--- config.mk ---
export PLATFORM = sky130hd
export DESIGN_NAME = partial_random_shuffle
export DESIGN_NICKNAME = d
export VERILOG_FILES = /design/src/hdl/prs_pkg.sv /design/src/hdl/prs_ctrl.sv /design/src/hdl/prs_datapath.sv /design/src/hdl/partial_random_shuffle.sv
export SDC_FILE = /design/constraint.sdc
export NUM_CORES = 2
export LEC_CHECK = 0
export BUFFER_PORTS_ARGS = -buffer_cell sky130_fd_sc_hd__buf_2
export CORE_ASPECT_RATIO = 1.25
export CORE_MARGIN = 10
export CORE_UTILIZATION = 25
export DETAILED_ROUTE_END_ITERATION = 12
export SLEW_MARGIN = 20
export SYNTH_ARGS = -nofsm -noshare
export SYNTH_HDL_FRONTEND = slang
export SYNTH_SLANG_ARGS = --single-unit
--- constraint.sdc ---
create_clock -name clock -period 13.16 [get_ports clock]
set_input_delay 1.974 -clock clock [delete_from_list [all_inputs] [get_ports clock]]
set_output_delay 1.974 -clock clock [all_outputs]
set_load 0.05 [all_outputs]
--- src/hdl/prs_pkg.sv ---
`default_nettype none

package prs_pkg;

   localparam int DEF_MAX_ELEMENTS = 64;

   localparam int SIZE_W  = 7;
   localparam int INDEX_W = 6;
   localparam int DATA_W  = 32;

   localparam logic [SIZE_W-1:0] SIZE_RESET = 7'd64;
   localparam logic [SIZE_W-1:0] PICK_RESET = 7'd64;

   typedef enum logic [1:0] {
      ACT_LOAD    = 2'd0,
      ACT_RANDOM  = 2'd1,
      ACT_READ    = 2'd2,
      ACT_RESTART = 2'd3
   } action_type;

   typedef enum logic [2:0] {
      RSP_LOADED    = 3'd0,
      RSP_SWAPPED   = 3'd1,
      RSP_REJECTED  = 3'd2,
      RSP_IDLE      = 3'd3,
      RSP_READ      = 3'd4,
      RSP_RESTARTED = 3'd5
   } status_type;

   typedef enum logic {
      REG_SIZE_IN_USE = 1'b0,
      REG_PICK_COUNT  = 1'b1
   } reg_index_type;

   typedef enum logic [2:0] {
      S_IDLE,
      S_EVAL,
      S_WR_A,
      S_WR_B,
      S_FINISH
   } state_type;

   typedef struct packed {
      logic capture;
      logic eval;
      logic wr_a;
      logic wr_b;
      logic load_out;
   } cmd_type;

   typedef struct packed {
      logic swap;
   } flags_type;

endpackage

`default_nettype wire

--- src/hdl/prs_ctrl.sv ---
`default_nettype none

module prs_ctrl (
   input  wire logic               clock,
   input  wire logic               reset,
   input  wire logic               req_tvalid,
   output logic                    req_tready,
   output logic                    rsp_tvalid,
   input  wire logic               rsp_tready,
   input  wire prs_pkg::flags_type flags,
   output prs_pkg::cmd_type        cmd
);

   prs_pkg::state_type state_ff, state_in;
   logic               out_valid_ff, out_valid_in;
   logic               out_free;

   assign out_free   = !out_valid_ff || rsp_tready;
   assign req_tready = (state_ff == prs_pkg::S_IDLE);
   assign rsp_tvalid = out_valid_ff;

   always_comb begin
      state_in = state_ff;
      unique case (state_ff)
         prs_pkg::S_IDLE: begin
            if (req_tvalid) begin
               state_in = prs_pkg::S_EVAL;
            end
         end
         prs_pkg::S_EVAL: begin
            state_in = flags.swap ? prs_pkg::S_WR_A : prs_pkg::S_FINISH;
         end
         prs_pkg::S_WR_A: begin
            state_in = prs_pkg::S_WR_B;
         end
         prs_pkg::S_WR_B: begin
            state_in = prs_pkg::S_FINISH;
         end
         prs_pkg::S_FINISH: begin
            if (out_free) begin
               state_in = prs_pkg::S_IDLE;
            end
         end
         default: begin
            state_in = prs_pkg::S_IDLE;
         end
      endcase
   end

   always_comb begin
      cmd = '0;
      unique case (state_ff)
         prs_pkg::S_IDLE:   cmd.capture  = req_tvalid;
         prs_pkg::S_EVAL:   cmd.eval     = 1'b1;
         prs_pkg::S_WR_A:   cmd.wr_a     = 1'b1;
         prs_pkg::S_WR_B:   cmd.wr_b     = 1'b1;
         prs_pkg::S_FINISH: cmd.load_out = out_free;
         default:           cmd          = '0;
      endcase
   end

   always_comb begin
      out_valid_in = out_valid_ff;
      if (cmd.load_out) begin
         out_valid_in = 1'b1;
      end else if (rsp_tready) begin
         out_valid_in = 1'b0;
      end
   end

   always_ff @(posedge clock) begin
      if (reset) begin
         state_ff     <= prs_pkg::S_IDLE;
         out_valid_ff <= 1'b0;
      end else begin
         state_ff     <= state_in;
         out_valid_ff <= out_valid_in;
      end
   end

endmodule

`default_nettype wire

--- src/hdl/prs_datapath.sv ---
`default_nettype none

module prs_datapath #(
   parameter int MAX_ELEMENTS = prs_pkg::DEF_MAX_ELEMENTS
) (
   input  wire logic                               clock,
   input  wire logic                               reset,
   input  wire prs_pkg::cmd_type                   cmd,
   output prs_pkg::flags_type                      flags,
   input  wire logic [1:0]                         req_action,
   input  wire logic [prs_pkg::INDEX_W-1:0]        req_index,
   input  wire logic signed [prs_pkg::DATA_W-1:0]  req_value,
   input  wire logic [prs_pkg::DATA_W-1:0]         req_word,
   input  wire logic                               csr_we,
   input  wire logic                               csr_index,
   input  wire logic [prs_pkg::SIZE_W-1:0]         csr_wdata,
   output logic [2:0]                              rsp_status,
   output logic signed [prs_pkg::DATA_W-1:0]       rsp_read_value,
   output logic [prs_pkg::SIZE_W-1:0]              rsp_step_position,
   output logic                                    rsp_shuffle_done
);

   localparam int AW = $clog2(MAX_ELEMENTS);
   localparam int SW = prs_pkg::SIZE_W;
   localparam int IW = prs_pkg::INDEX_W;
   localparam int DW = prs_pkg::DATA_W;

   logic [DW-1:0] mem [MAX_ELEMENTS];

   logic [SW-1:0]         size_ff, pick_ff;
   logic [SW-1:0]         step_ff, step_in;
   prs_pkg::action_type   action_ff;
   logic [IW-1:0]         idx_ff;
   logic [DW-1:0]         value_ff;
   logic [SW-1:0]         word_ff;
   prs_pkg::status_type   status_ff, status_in;
   logic                  idx_ok_ff;
   logic [AW-1:0]         addr_a_ff, addr_b_ff;
   logic [DW-1:0]         rda_ff, rdb_ff;

   logic [SW-1:0] eff_size, cnt, steps, limit, mask, pick_v, pos_b;
   logic          idx_ok, swap;
   logic [AW+SW-1:0] step_ext, b_ext;
   logic [AW+IW-1:0] idx_ext;
   logic [AW-1:0]    step_addr, b_addr, idx_addr;
   logic [AW-1:0]    raddr_a, raddr_b, waddr;
   logic [DW-1:0]    wdata;
   logic             we, re;

   always_comb begin
      eff_size = (32'(size_ff) > 32'(MAX_ELEMENTS)) ? SW'(MAX_ELEMENTS) : size_ff;
      cnt      = (pick_ff > eff_size) ? eff_size : pick_ff;
      if (cnt < SW'(2)) begin
         steps = '0;
      end else if (cnt == eff_size) begin
         steps = cnt - SW'(1);
      end else begin
         steps = cnt;
      end
      limit  = eff_size - step_ff;
      mask   = limit - SW'(1);
      mask   = mask | (mask >> 1);
      mask   = mask | (mask >> 2);
      mask   = mask | (mask >> 4);
      pick_v = word_ff & mask;
      pos_b  = step_ff + pick_v;
   end

   assign idx_ok    = 32'(idx_ff) < 32'(MAX_ELEMENTS);
   assign step_ext  = {{AW{1'b0}}, step_ff};
   assign b_ext     = {{AW{1'b0}}, pos_b};
   assign idx_ext   = {{AW{1'b0}}, idx_ff};
   assign step_addr = step_ext[AW-1:0];
   assign b_addr    = b_ext[AW-1:0];
   assign idx_addr  = idx_ext[AW-1:0];

   always_comb begin
      status_in = status_ff;
      step_in   = step_ff;
      swap      = 1'b0;
      unique case (action_ff)
         prs_pkg::ACT_LOAD: begin
            status_in = prs_pkg::RSP_LOADED;
         end
         prs_pkg::ACT_RANDOM: begin
            if (step_ff >= steps) begin
               status_in = prs_pkg::RSP_IDLE;
            end else if (pick_v >= limit) begin
               status_in = prs_pkg::RSP_REJECTED;
            end else begin
               status_in = prs_pkg::RSP_SWAPPED;
               step_in   = step_ff + SW'(1);
               swap      = 1'b1;
            end
         end
         prs_pkg::ACT_READ: begin
            status_in = prs_pkg::RSP_READ;
         end
         prs_pkg::ACT_RESTART: begin
            status_in = prs_pkg::RSP_RESTARTED;
            step_in   = '0;
         end
         default: begin
            status_in = status_ff;
         end
      endcase
   end

   assign flags.swap = swap;

   // eval reads both swap partners, or the read index on port a
   assign re      = cmd.eval;
   assign raddr_a = (action_ff == prs_pkg::ACT_READ) ? idx_addr : step_addr;
   assign raddr_b = b_addr;

   always_comb begin
      we    = 1'b0;
      waddr = idx_addr;
      wdata = value_ff;
      if (cmd.wr_a) begin
         we    = 1'b1;
         waddr = addr_a_ff;
         wdata = rdb_ff;
      end else if (cmd.wr_b) begin
         we    = 1'b1;
         waddr = addr_b_ff;
         wdata = rda_ff;
      end else if (cmd.eval && action_ff == prs_pkg::ACT_LOAD && idx_ok) begin
         we = 1'b1;
      end
   end

   always_ff @(posedge clock) begin
      if (we) begin
         mem[waddr] <= wdata;
      end
      if (re) begin
         rda_ff <= mem[raddr_a];
         rdb_ff <= mem[raddr_b];
      end
   end

   always_ff @(posedge clock) begin
      if (cmd.capture) begin
         action_ff <= prs_pkg::action_type'(req_action);
         idx_ff    <= req_index;
         value_ff  <= req_value;
         word_ff   <= req_word[SW-1:0];
      end
      if (cmd.eval) begin
         status_ff <= status_in;
         idx_ok_ff <= idx_ok;
         addr_a_ff <= step_addr;
         addr_b_ff <= b_addr;
      end
      if (cmd.load_out) begin
         rsp_status        <= status_ff;
         rsp_read_value    <= (status_ff == prs_pkg::RSP_READ && idx_ok_ff) ?
                              rda_ff : '0;
         rsp_step_position <= step_ff;
         rsp_shuffle_done  <= (step_ff >= steps);
      end
   end

   always_ff @(posedge clock) begin
      if (reset) begin
         size_ff <= prs_pkg::SIZE_RESET;
         pick_ff <= prs_pkg::PICK_RESET;
         step_ff <= '0;
      end else begin
         if (csr_we) begin
            unique case (prs_pkg::reg_index_type'(csr_index))
               prs_pkg::REG_SIZE_IN_USE: size_ff <= csr_wdata;
               prs_pkg::REG_PICK_COUNT:  pick_ff <= csr_wdata;
               default:                  size_ff <= size_ff;
            endcase
         end
         if (cmd.eval) begin
            step_ff <= step_in;
         end
      end
   end

endmodule

`default_nettype wire

--- src/hdl/partial_random_shuffle.sv ---
`default_nettype none

// Partial random shuffle over an internal store of MAX_ELEMENTS 32-bit
// words. Requests load or read an element by index, supply one random word
// for one swap attempt, or restart the step counter; every request yields
// exactly one response. One request is in work at a time: load, read,
// rejected, idle and restart requests pass the eval and finish states, an
// accepted swap also a write state per partner, as the element memory has a
// single write port (two reads in one cycle, then one write per partner).
// A finished response waits in an output register while the next request is
// taken. Elements must be loaded before they are read or swapped.
module partial_random_shuffle #(
   parameter int MAX_ELEMENTS = prs_pkg::DEF_MAX_ELEMENTS
) (
   input  wire logic        clock,
   input  wire logic        reset,
   input  wire logic        req_tvalid,
   output logic             req_tready,
   input  wire logic [71:0] req_tdata,  // index[5:0], value[37:6], random_word[69:38]
   input  wire logic [1:0]  req_tuser,  // action[1:0]
   output logic             rsp_tvalid,
   input  wire logic        rsp_tready,
   output logic [39:0]      rsp_tdata,  // read_value[31:0], step_position[38:32],
                                        // shuffle_done[39]
   output logic [2:0]       rsp_tuser,  // status[2:0]
   input  wire logic        csr_we,
   input  wire logic        csr_index,
   input  wire logic [6:0]  csr_wdata
);

   prs_pkg::cmd_type   cmd;
   prs_pkg::flags_type flags;

   logic signed [31:0] read_value;
   logic [6:0]         step_position;
   logic               shuffle_done;

   prs_ctrl u_ctrl (
      .clock      (clock),
      .reset      (reset),
      .req_tvalid (req_tvalid),
      .req_tready (req_tready),
      .rsp_tvalid (rsp_tvalid),
      .rsp_tready (rsp_tready),
      .flags      (flags),
      .cmd        (cmd)
   );

   prs_datapath #(
      .MAX_ELEMENTS (MAX_ELEMENTS)
   ) u_datapath (
      .clock             (clock),
      .reset             (reset),
      .cmd               (cmd),
      .flags             (flags),
      .req_action        (req_tuser),
      .req_index         (req_tdata[5:0]),
      .req_value         (req_tdata[37:6]),
      .req_word          (req_tdata[69:38]),
      .csr_we            (csr_we),
      .csr_index         (csr_index),
      .csr_wdata         (csr_wdata),
      .rsp_status        (rsp_tuser),
      .rsp_read_value    (read_value),
      .rsp_step_position (step_position),
      .rsp_shuffle_done  (shuffle_done)
   );

   assign rsp_tdata = {shuffle_done, step_position, read_value};

`ifndef SYNTHESIS
   a_one_in_work: assert property (@(posedge clock) disable iff (reset)
      req_tvalid && req_tready |=> !req_tready)
      else $error("request accepted while another is in work");

   a_swap_advances: assert property (@(posedge clock) disable iff (reset)
      rsp_tvalid && rsp_tuser == prs_pkg::RSP_SWAPPED |-> rsp_tdata[38:32] != 7'd0)
      else $error("swap response with step position zero");

   a_restart_clears: assert property (@(posedge clock) disable iff (reset)
      rsp_tvalid && rsp_tuser == prs_pkg::RSP_RESTARTED |-> rsp_tdata[38:32] == 7'd0)
      else $error("restart response with nonzero step position");

   a_read_value_zero: assert property (@(posedge clock) disable iff (reset)
      rsp_tvalid && rsp_tuser != prs_pkg::RSP_READ |-> rsp_tdata[31:0] == 32'd0)
      else $error("read value nonzero on a non-read response");
`endif

endmodule

`default_nettype wire

==> metrics list <==
- The flow ran to the end, and the final reports show no timing, DRC or antenna violations.
- Post-synthesis cell type count: 64
- CP Data Required Time: 13.75 ns
* Setup Crit Path Kind: flip-flop to flip-flop
* RR Endpoint: u_datapath.rdb_ff[7]
- Hold wc startpoint: u_datapath.status_ff[2]
- The number of antenna violations at the first check in global routing came to 19.
- Final weighted congestion in routability-driven placement: 0.799
- Setup violations remaining at the end of the flow were counted as 0.
- Entering global routing, the biggest net connects 122 pins.
* Worst-path fanout max: 121
- Post-synth top cells: sky130_fd_sc_hd__edfxtp_1, sky130_fd_sc_hd__mux4_2, sky130_fd_sc_hd__nand2_1
- The Yosys step of the flow raised 0 warnings.
* Root Buffer Master: sky130_fd_sc_hd__clkbuf_16
- For this run, design rule violations remaining after detail routing come to 0.
- In the final timing run, aggregate negative setup slack is 0 ns.
* Predominant post-synthesis flop cell: sky130_fd_sc_hd__edfxtp_1
* Net total in the final layout: 5480
- Yosys top cell area share: 64.2%
* Count of input and output buffers: 104
* I/O Pins: 132
* R2R Setup Slk: 4.91 ns
* Transition time at the pin with the least slew margin: 1.21 ns
- After synthesis, the share of flip-flops with an asynchronous set or reset is 0%.
* Dpl hpwl: 191000 µm
* Area enclosed by the die boundary: 441000 µm²
- Clock latency on the worst-skew pair, taken at its later pin, is 0.91 ns.
- Drt pass-1 iters: 6
- Counting I/O delays and the setup requirement, the final critical path takes 8.25 ns.
* Total number of clock tree sinks: 2242
* Total Routing Usage GR: 14.8%
- sky130_fd_sc_hd__edfxtp_1 is the most common cell in the netlist.
- Leakage power: 36.4 nW
- After synthesis, the cell types taking the most area are sky130_fd_sc_hd__edfxtp_1, sky130_fd_sc_hd__mux4_2, sky130_fd_sc_hd__a211oi_1.
- Post-synthesis cell count: 5261
- Worst hold-check path type: flip-flop to flip-flop
- Summed over all layers, the routed wires come to 341000 µm.
* Vias in the first global route: 60300
* Flops & latches, synth: 2242
* Minimum hold slack: 0.462 ns
* Global-route wire length before repair: 473000 µm
- In this run the cell area measured after placement is 112000 µm².
* Non-Filler Cell Area, Final: 119000 µm²
- Measured in cells, the most critical reg-to-reg path has a length of 22.
- Power spread over the standard cell area amounts to 139 nW/µm².
- Pre-CTS WS: 5.02 ns
* CTS Hold Bufs: 0
* End of the worst hold path: u_datapath.rsp_status[2]
- Counting flops with a built-in enable in the synthesized netlist gives 2217.
- Number of endpoints with negative hold slack in the final report: 0
- For this block, the initial DRC count from the detailed router was 7191.
- Data arrival time of the critical path: 8.84 ns
- Highest clock rate: 0.121 GHz
- The critical path starts at u_datapath.size_ff[6].
- Part of the Yosys area used for sequential elements: 64.7%
- Post-DR wirelength/cell: 31.0 µm
* Site row count: 264
- In this run the tightest slew margin relative to its limit is 18.9%.
- The number of setup buffers added after CTS is 0.
- The routed layout has 58800 vias.
* Aggregate global routing overflow: 0
- Counting instances, the worst hold path has a depth of 0.
* Number of nets still failing antenna checks after routing: 0
- Post-synthesis instance area: 104000 µm²
- Number of gates resized after cts: 0
- Across the run, the number of max-cap violations was 0.
- Share of post-route cells with drive strength above 1: 34.1%
- Pins over their slew limit: 0
* Worst-case clock skew: 0.0774 ns
* Number of buffers on the longest clock path: 4
* Endpoint kind of the worst setup timing path: flip-flop
- TritonCTS clock tree: yes
- Num CTS Buffers: 214
- Syn Nets: 5385
- Starting density of the core: 25.1%
* Mean number of vias per cell: 5.36
* Synthesized area per cell: 19.7 µm²
- Of the available clock period, the critical path in the final layout requires 62.7%.
- The region available for standard cell placement spans 414000 µm².
* H-tree depth: 4
- In this run the horizontal extent of the chip is 596 µm.
- Leading area contributor after synthesis: sky130_fd_sc_hd__edfxtp_1
- The startpoint identified for the worst register-to-register timing path is u_datapath.size_ff[6].
- Setup repair after global routing left no endpoint under its margin.
- Type of origin of the critical path: flip-flop
* Die height: 740 µm
- Final setup margin: 4.91 ns
- Clock transition time at the flip-flop clock pins of the worst setup and hold paths: 0.07 ns
- IR analysis of the VDD net gives a maximum drop of 0.110 mV.
- Relative to the synthesized area, the layout overhead comes to 14.4%.
## cell usage in the layout (no fill, tap or decap), drive strengths merged, types with 5 or more instances in the layout
| master | synthesis | final |
|---|---|---|
| edfxtp | 2217 | 2217 |
| mux4 | 1152 | 1152 |
| nand2 | 341 | 341 |
| buf | 191 | 286 |
| clkbuf | 216 | 267 |
| a211oi | 193 | 193 |
| and2 | 169 | 169 |
| a21oi | 149 | 149 |
| nor2 | 113 | 113 |
| mux2i | 79 | 79 |
| clkinv | 0 | 77 |
| a31oi | 67 | 67 |
| a311oi | 64 | 64 |
| o21ai | 47 | 47 |
| nor2b | 44 | 44 |
| inv | 31 | 38 |
| ha | 35 | 35 |
| nand3 | 26 | 26 |
| dfxtp | 25 | 25 |
| bufinv | 0 | 17 |
| xnor2 | 15 | 15 |
| a21o | 11 | 11 |
| and3 | 7 | 7 |
| clkinvlp | 0 | 7 |
| nor3 | 7 | 7 |
| diode | 0 | 6 |
| nand2b | 5 | 5 |
| nand4 | 5 | 5 |
| o22ai | 5 | 5 |
## logic make-up (layout without fill, tap and decap cells)
logic type / Yosys count / count (layout) / synth area share, %
fa+ha+maj: 37 / 37 / 0.461
flops: 2242 / 2242 / 64.7
other cells: 0 / 6 / 0
simple gates: 734 / 734 / 3.32
buf+inv: 438 / 692 / 1.89
xor+xnor: 18 / 18 / 0.174
compound gates: 558 / 558 / 3.69
mux: 1234 / 1234 / 25.8
## layer usage
layer	vias up	share of wire (%)	track usage (%)	wire, µm
met5	-	0.014	0	46
met4	8	5.5	7.13	18800
met3	817	9.3	3.12	31600
met2	3447	49	24.8	166000
met1	31800	37	18.1	124000
li1	22700	-	-	-
## area by class of cell
cell class	instances	area, µm²
Sequential cell	2242	67100
Clock inverter	108	972
Inverter	31	116
Timing Repair Buffer	286	2270
Multi-Input combinational cell	2581	35700
Tap cell	5453	6820
Fill cell	40400	295000
Antenna cell	6	15.0
Clock buffer	267	5680
## worst max path at each step
| stage | slack (ns) | endpoint | cells past startpoint |
|---|---|---|---|
| global route | 4.54 | u_datapath.rdb_ff[8] | 21 |
| global placement | 4.94 | u_datapath.rdb_ff[7] | 22 |
| detailed placement | 5.02 | u_datapath.rdb_ff[7] | 22 |
| CTS | 4.95 | u_datapath.rdb_ff[7] | 22 |
| floorplan | 6.96 | u_datapath.step_ff[5] | 7 |
| finish | 4.91 | u_datapath.rdb_ff[7] | 22 |
## metrics by stage
| step | total power [mW] | util [%] | instances |
|---|---|---|---|
| after floorplan | 9.87 | - | 5261 |
| after global placement | 10.5 | 27.0 | 10600 |
| after detailed placement | 10.6 | 27.1 | 10600 |
| after CTS | 16.6 | 28.7 | 11000 |
| after global routing | 17.0 | 28.7 | 11000 |
| final | 16.5 | 28.7 | 11000 |
## worst max-delay path, cell delays in order (launching register included)
cell	delay (ns)
sky130_fd_sc_hd__dfxtp_1	0.46
sky130_fd_sc_hd__nor2b_1	0.39
sky130_fd_sc_hd__inv_1	0.09
sky130_fd_sc_hd__ha_1	0.22
sky130_fd_sc_hd__fa_1	0.45
sky130_fd_sc_hd__nand2b_1	0.22
sky130_fd_sc_hd__a21oi_2	0.23
sky130_fd_sc_hd__xnor2_2	0.19
sky130_fd_sc_hd__nand3_1	0.21
sky130_fd_sc_hd__xnor2_1	0.21
sky130_fd_sc_hd__nand3_1	0.13
sky130_fd_sc_hd__nor4_1	0.49
sky130_fd_sc_hd__nand2_1	0.13
sky130_fd_sc_hd__and2_1	0.20
sky130_fd_sc_hd__ha_4	0.16
sky130_fd_sc_hd__inv_1	0.08
sky130_fd_sc_hd__fa_4	0.87
sky130_fd_sc_hd__buf_12	0.69
sky130_fd_sc_hd__buf_4	0.62
sky130_fd_sc_hd__mux4_2	0.41
sky130_fd_sc_hd__mux4_2	0.51
sky130_fd_sc_hd__a211oi_1	0.58
sky130_fd_sc_hd__a21oi_1	0.08
## report_power, final
group | total (mW) | internal [mW] | switching, mW
logic | 2.29 | 0.965 | 1.33
clock network | 6.12 | 3.38 | 2.74
registers | 8.10 | 8.06 | 0.0429
total | 16.5 | 12.4 | 4.11
## flip-flops by register name, summed over array words and instances, names as in the netlist, 6 cells and up
register,flops
u_datapath.idx_addr,6
u_datapath.size_ff,7
u_datapath.mem,2048
u_datapath.step_ff,7
u_datapath.word_ff,7
u_datapath.rsp_read_value,32
u_datapath.rsp_step_position,7
u_datapath.rdb_ff,32
u_datapath.addr_b_ff,6
u_datapath.pick_ff,7
u_datapath.value_ff,32
u_datapath.rda_ff,32
u_datapath.addr_a_ff,6
(Power assumes the default switching activity.)
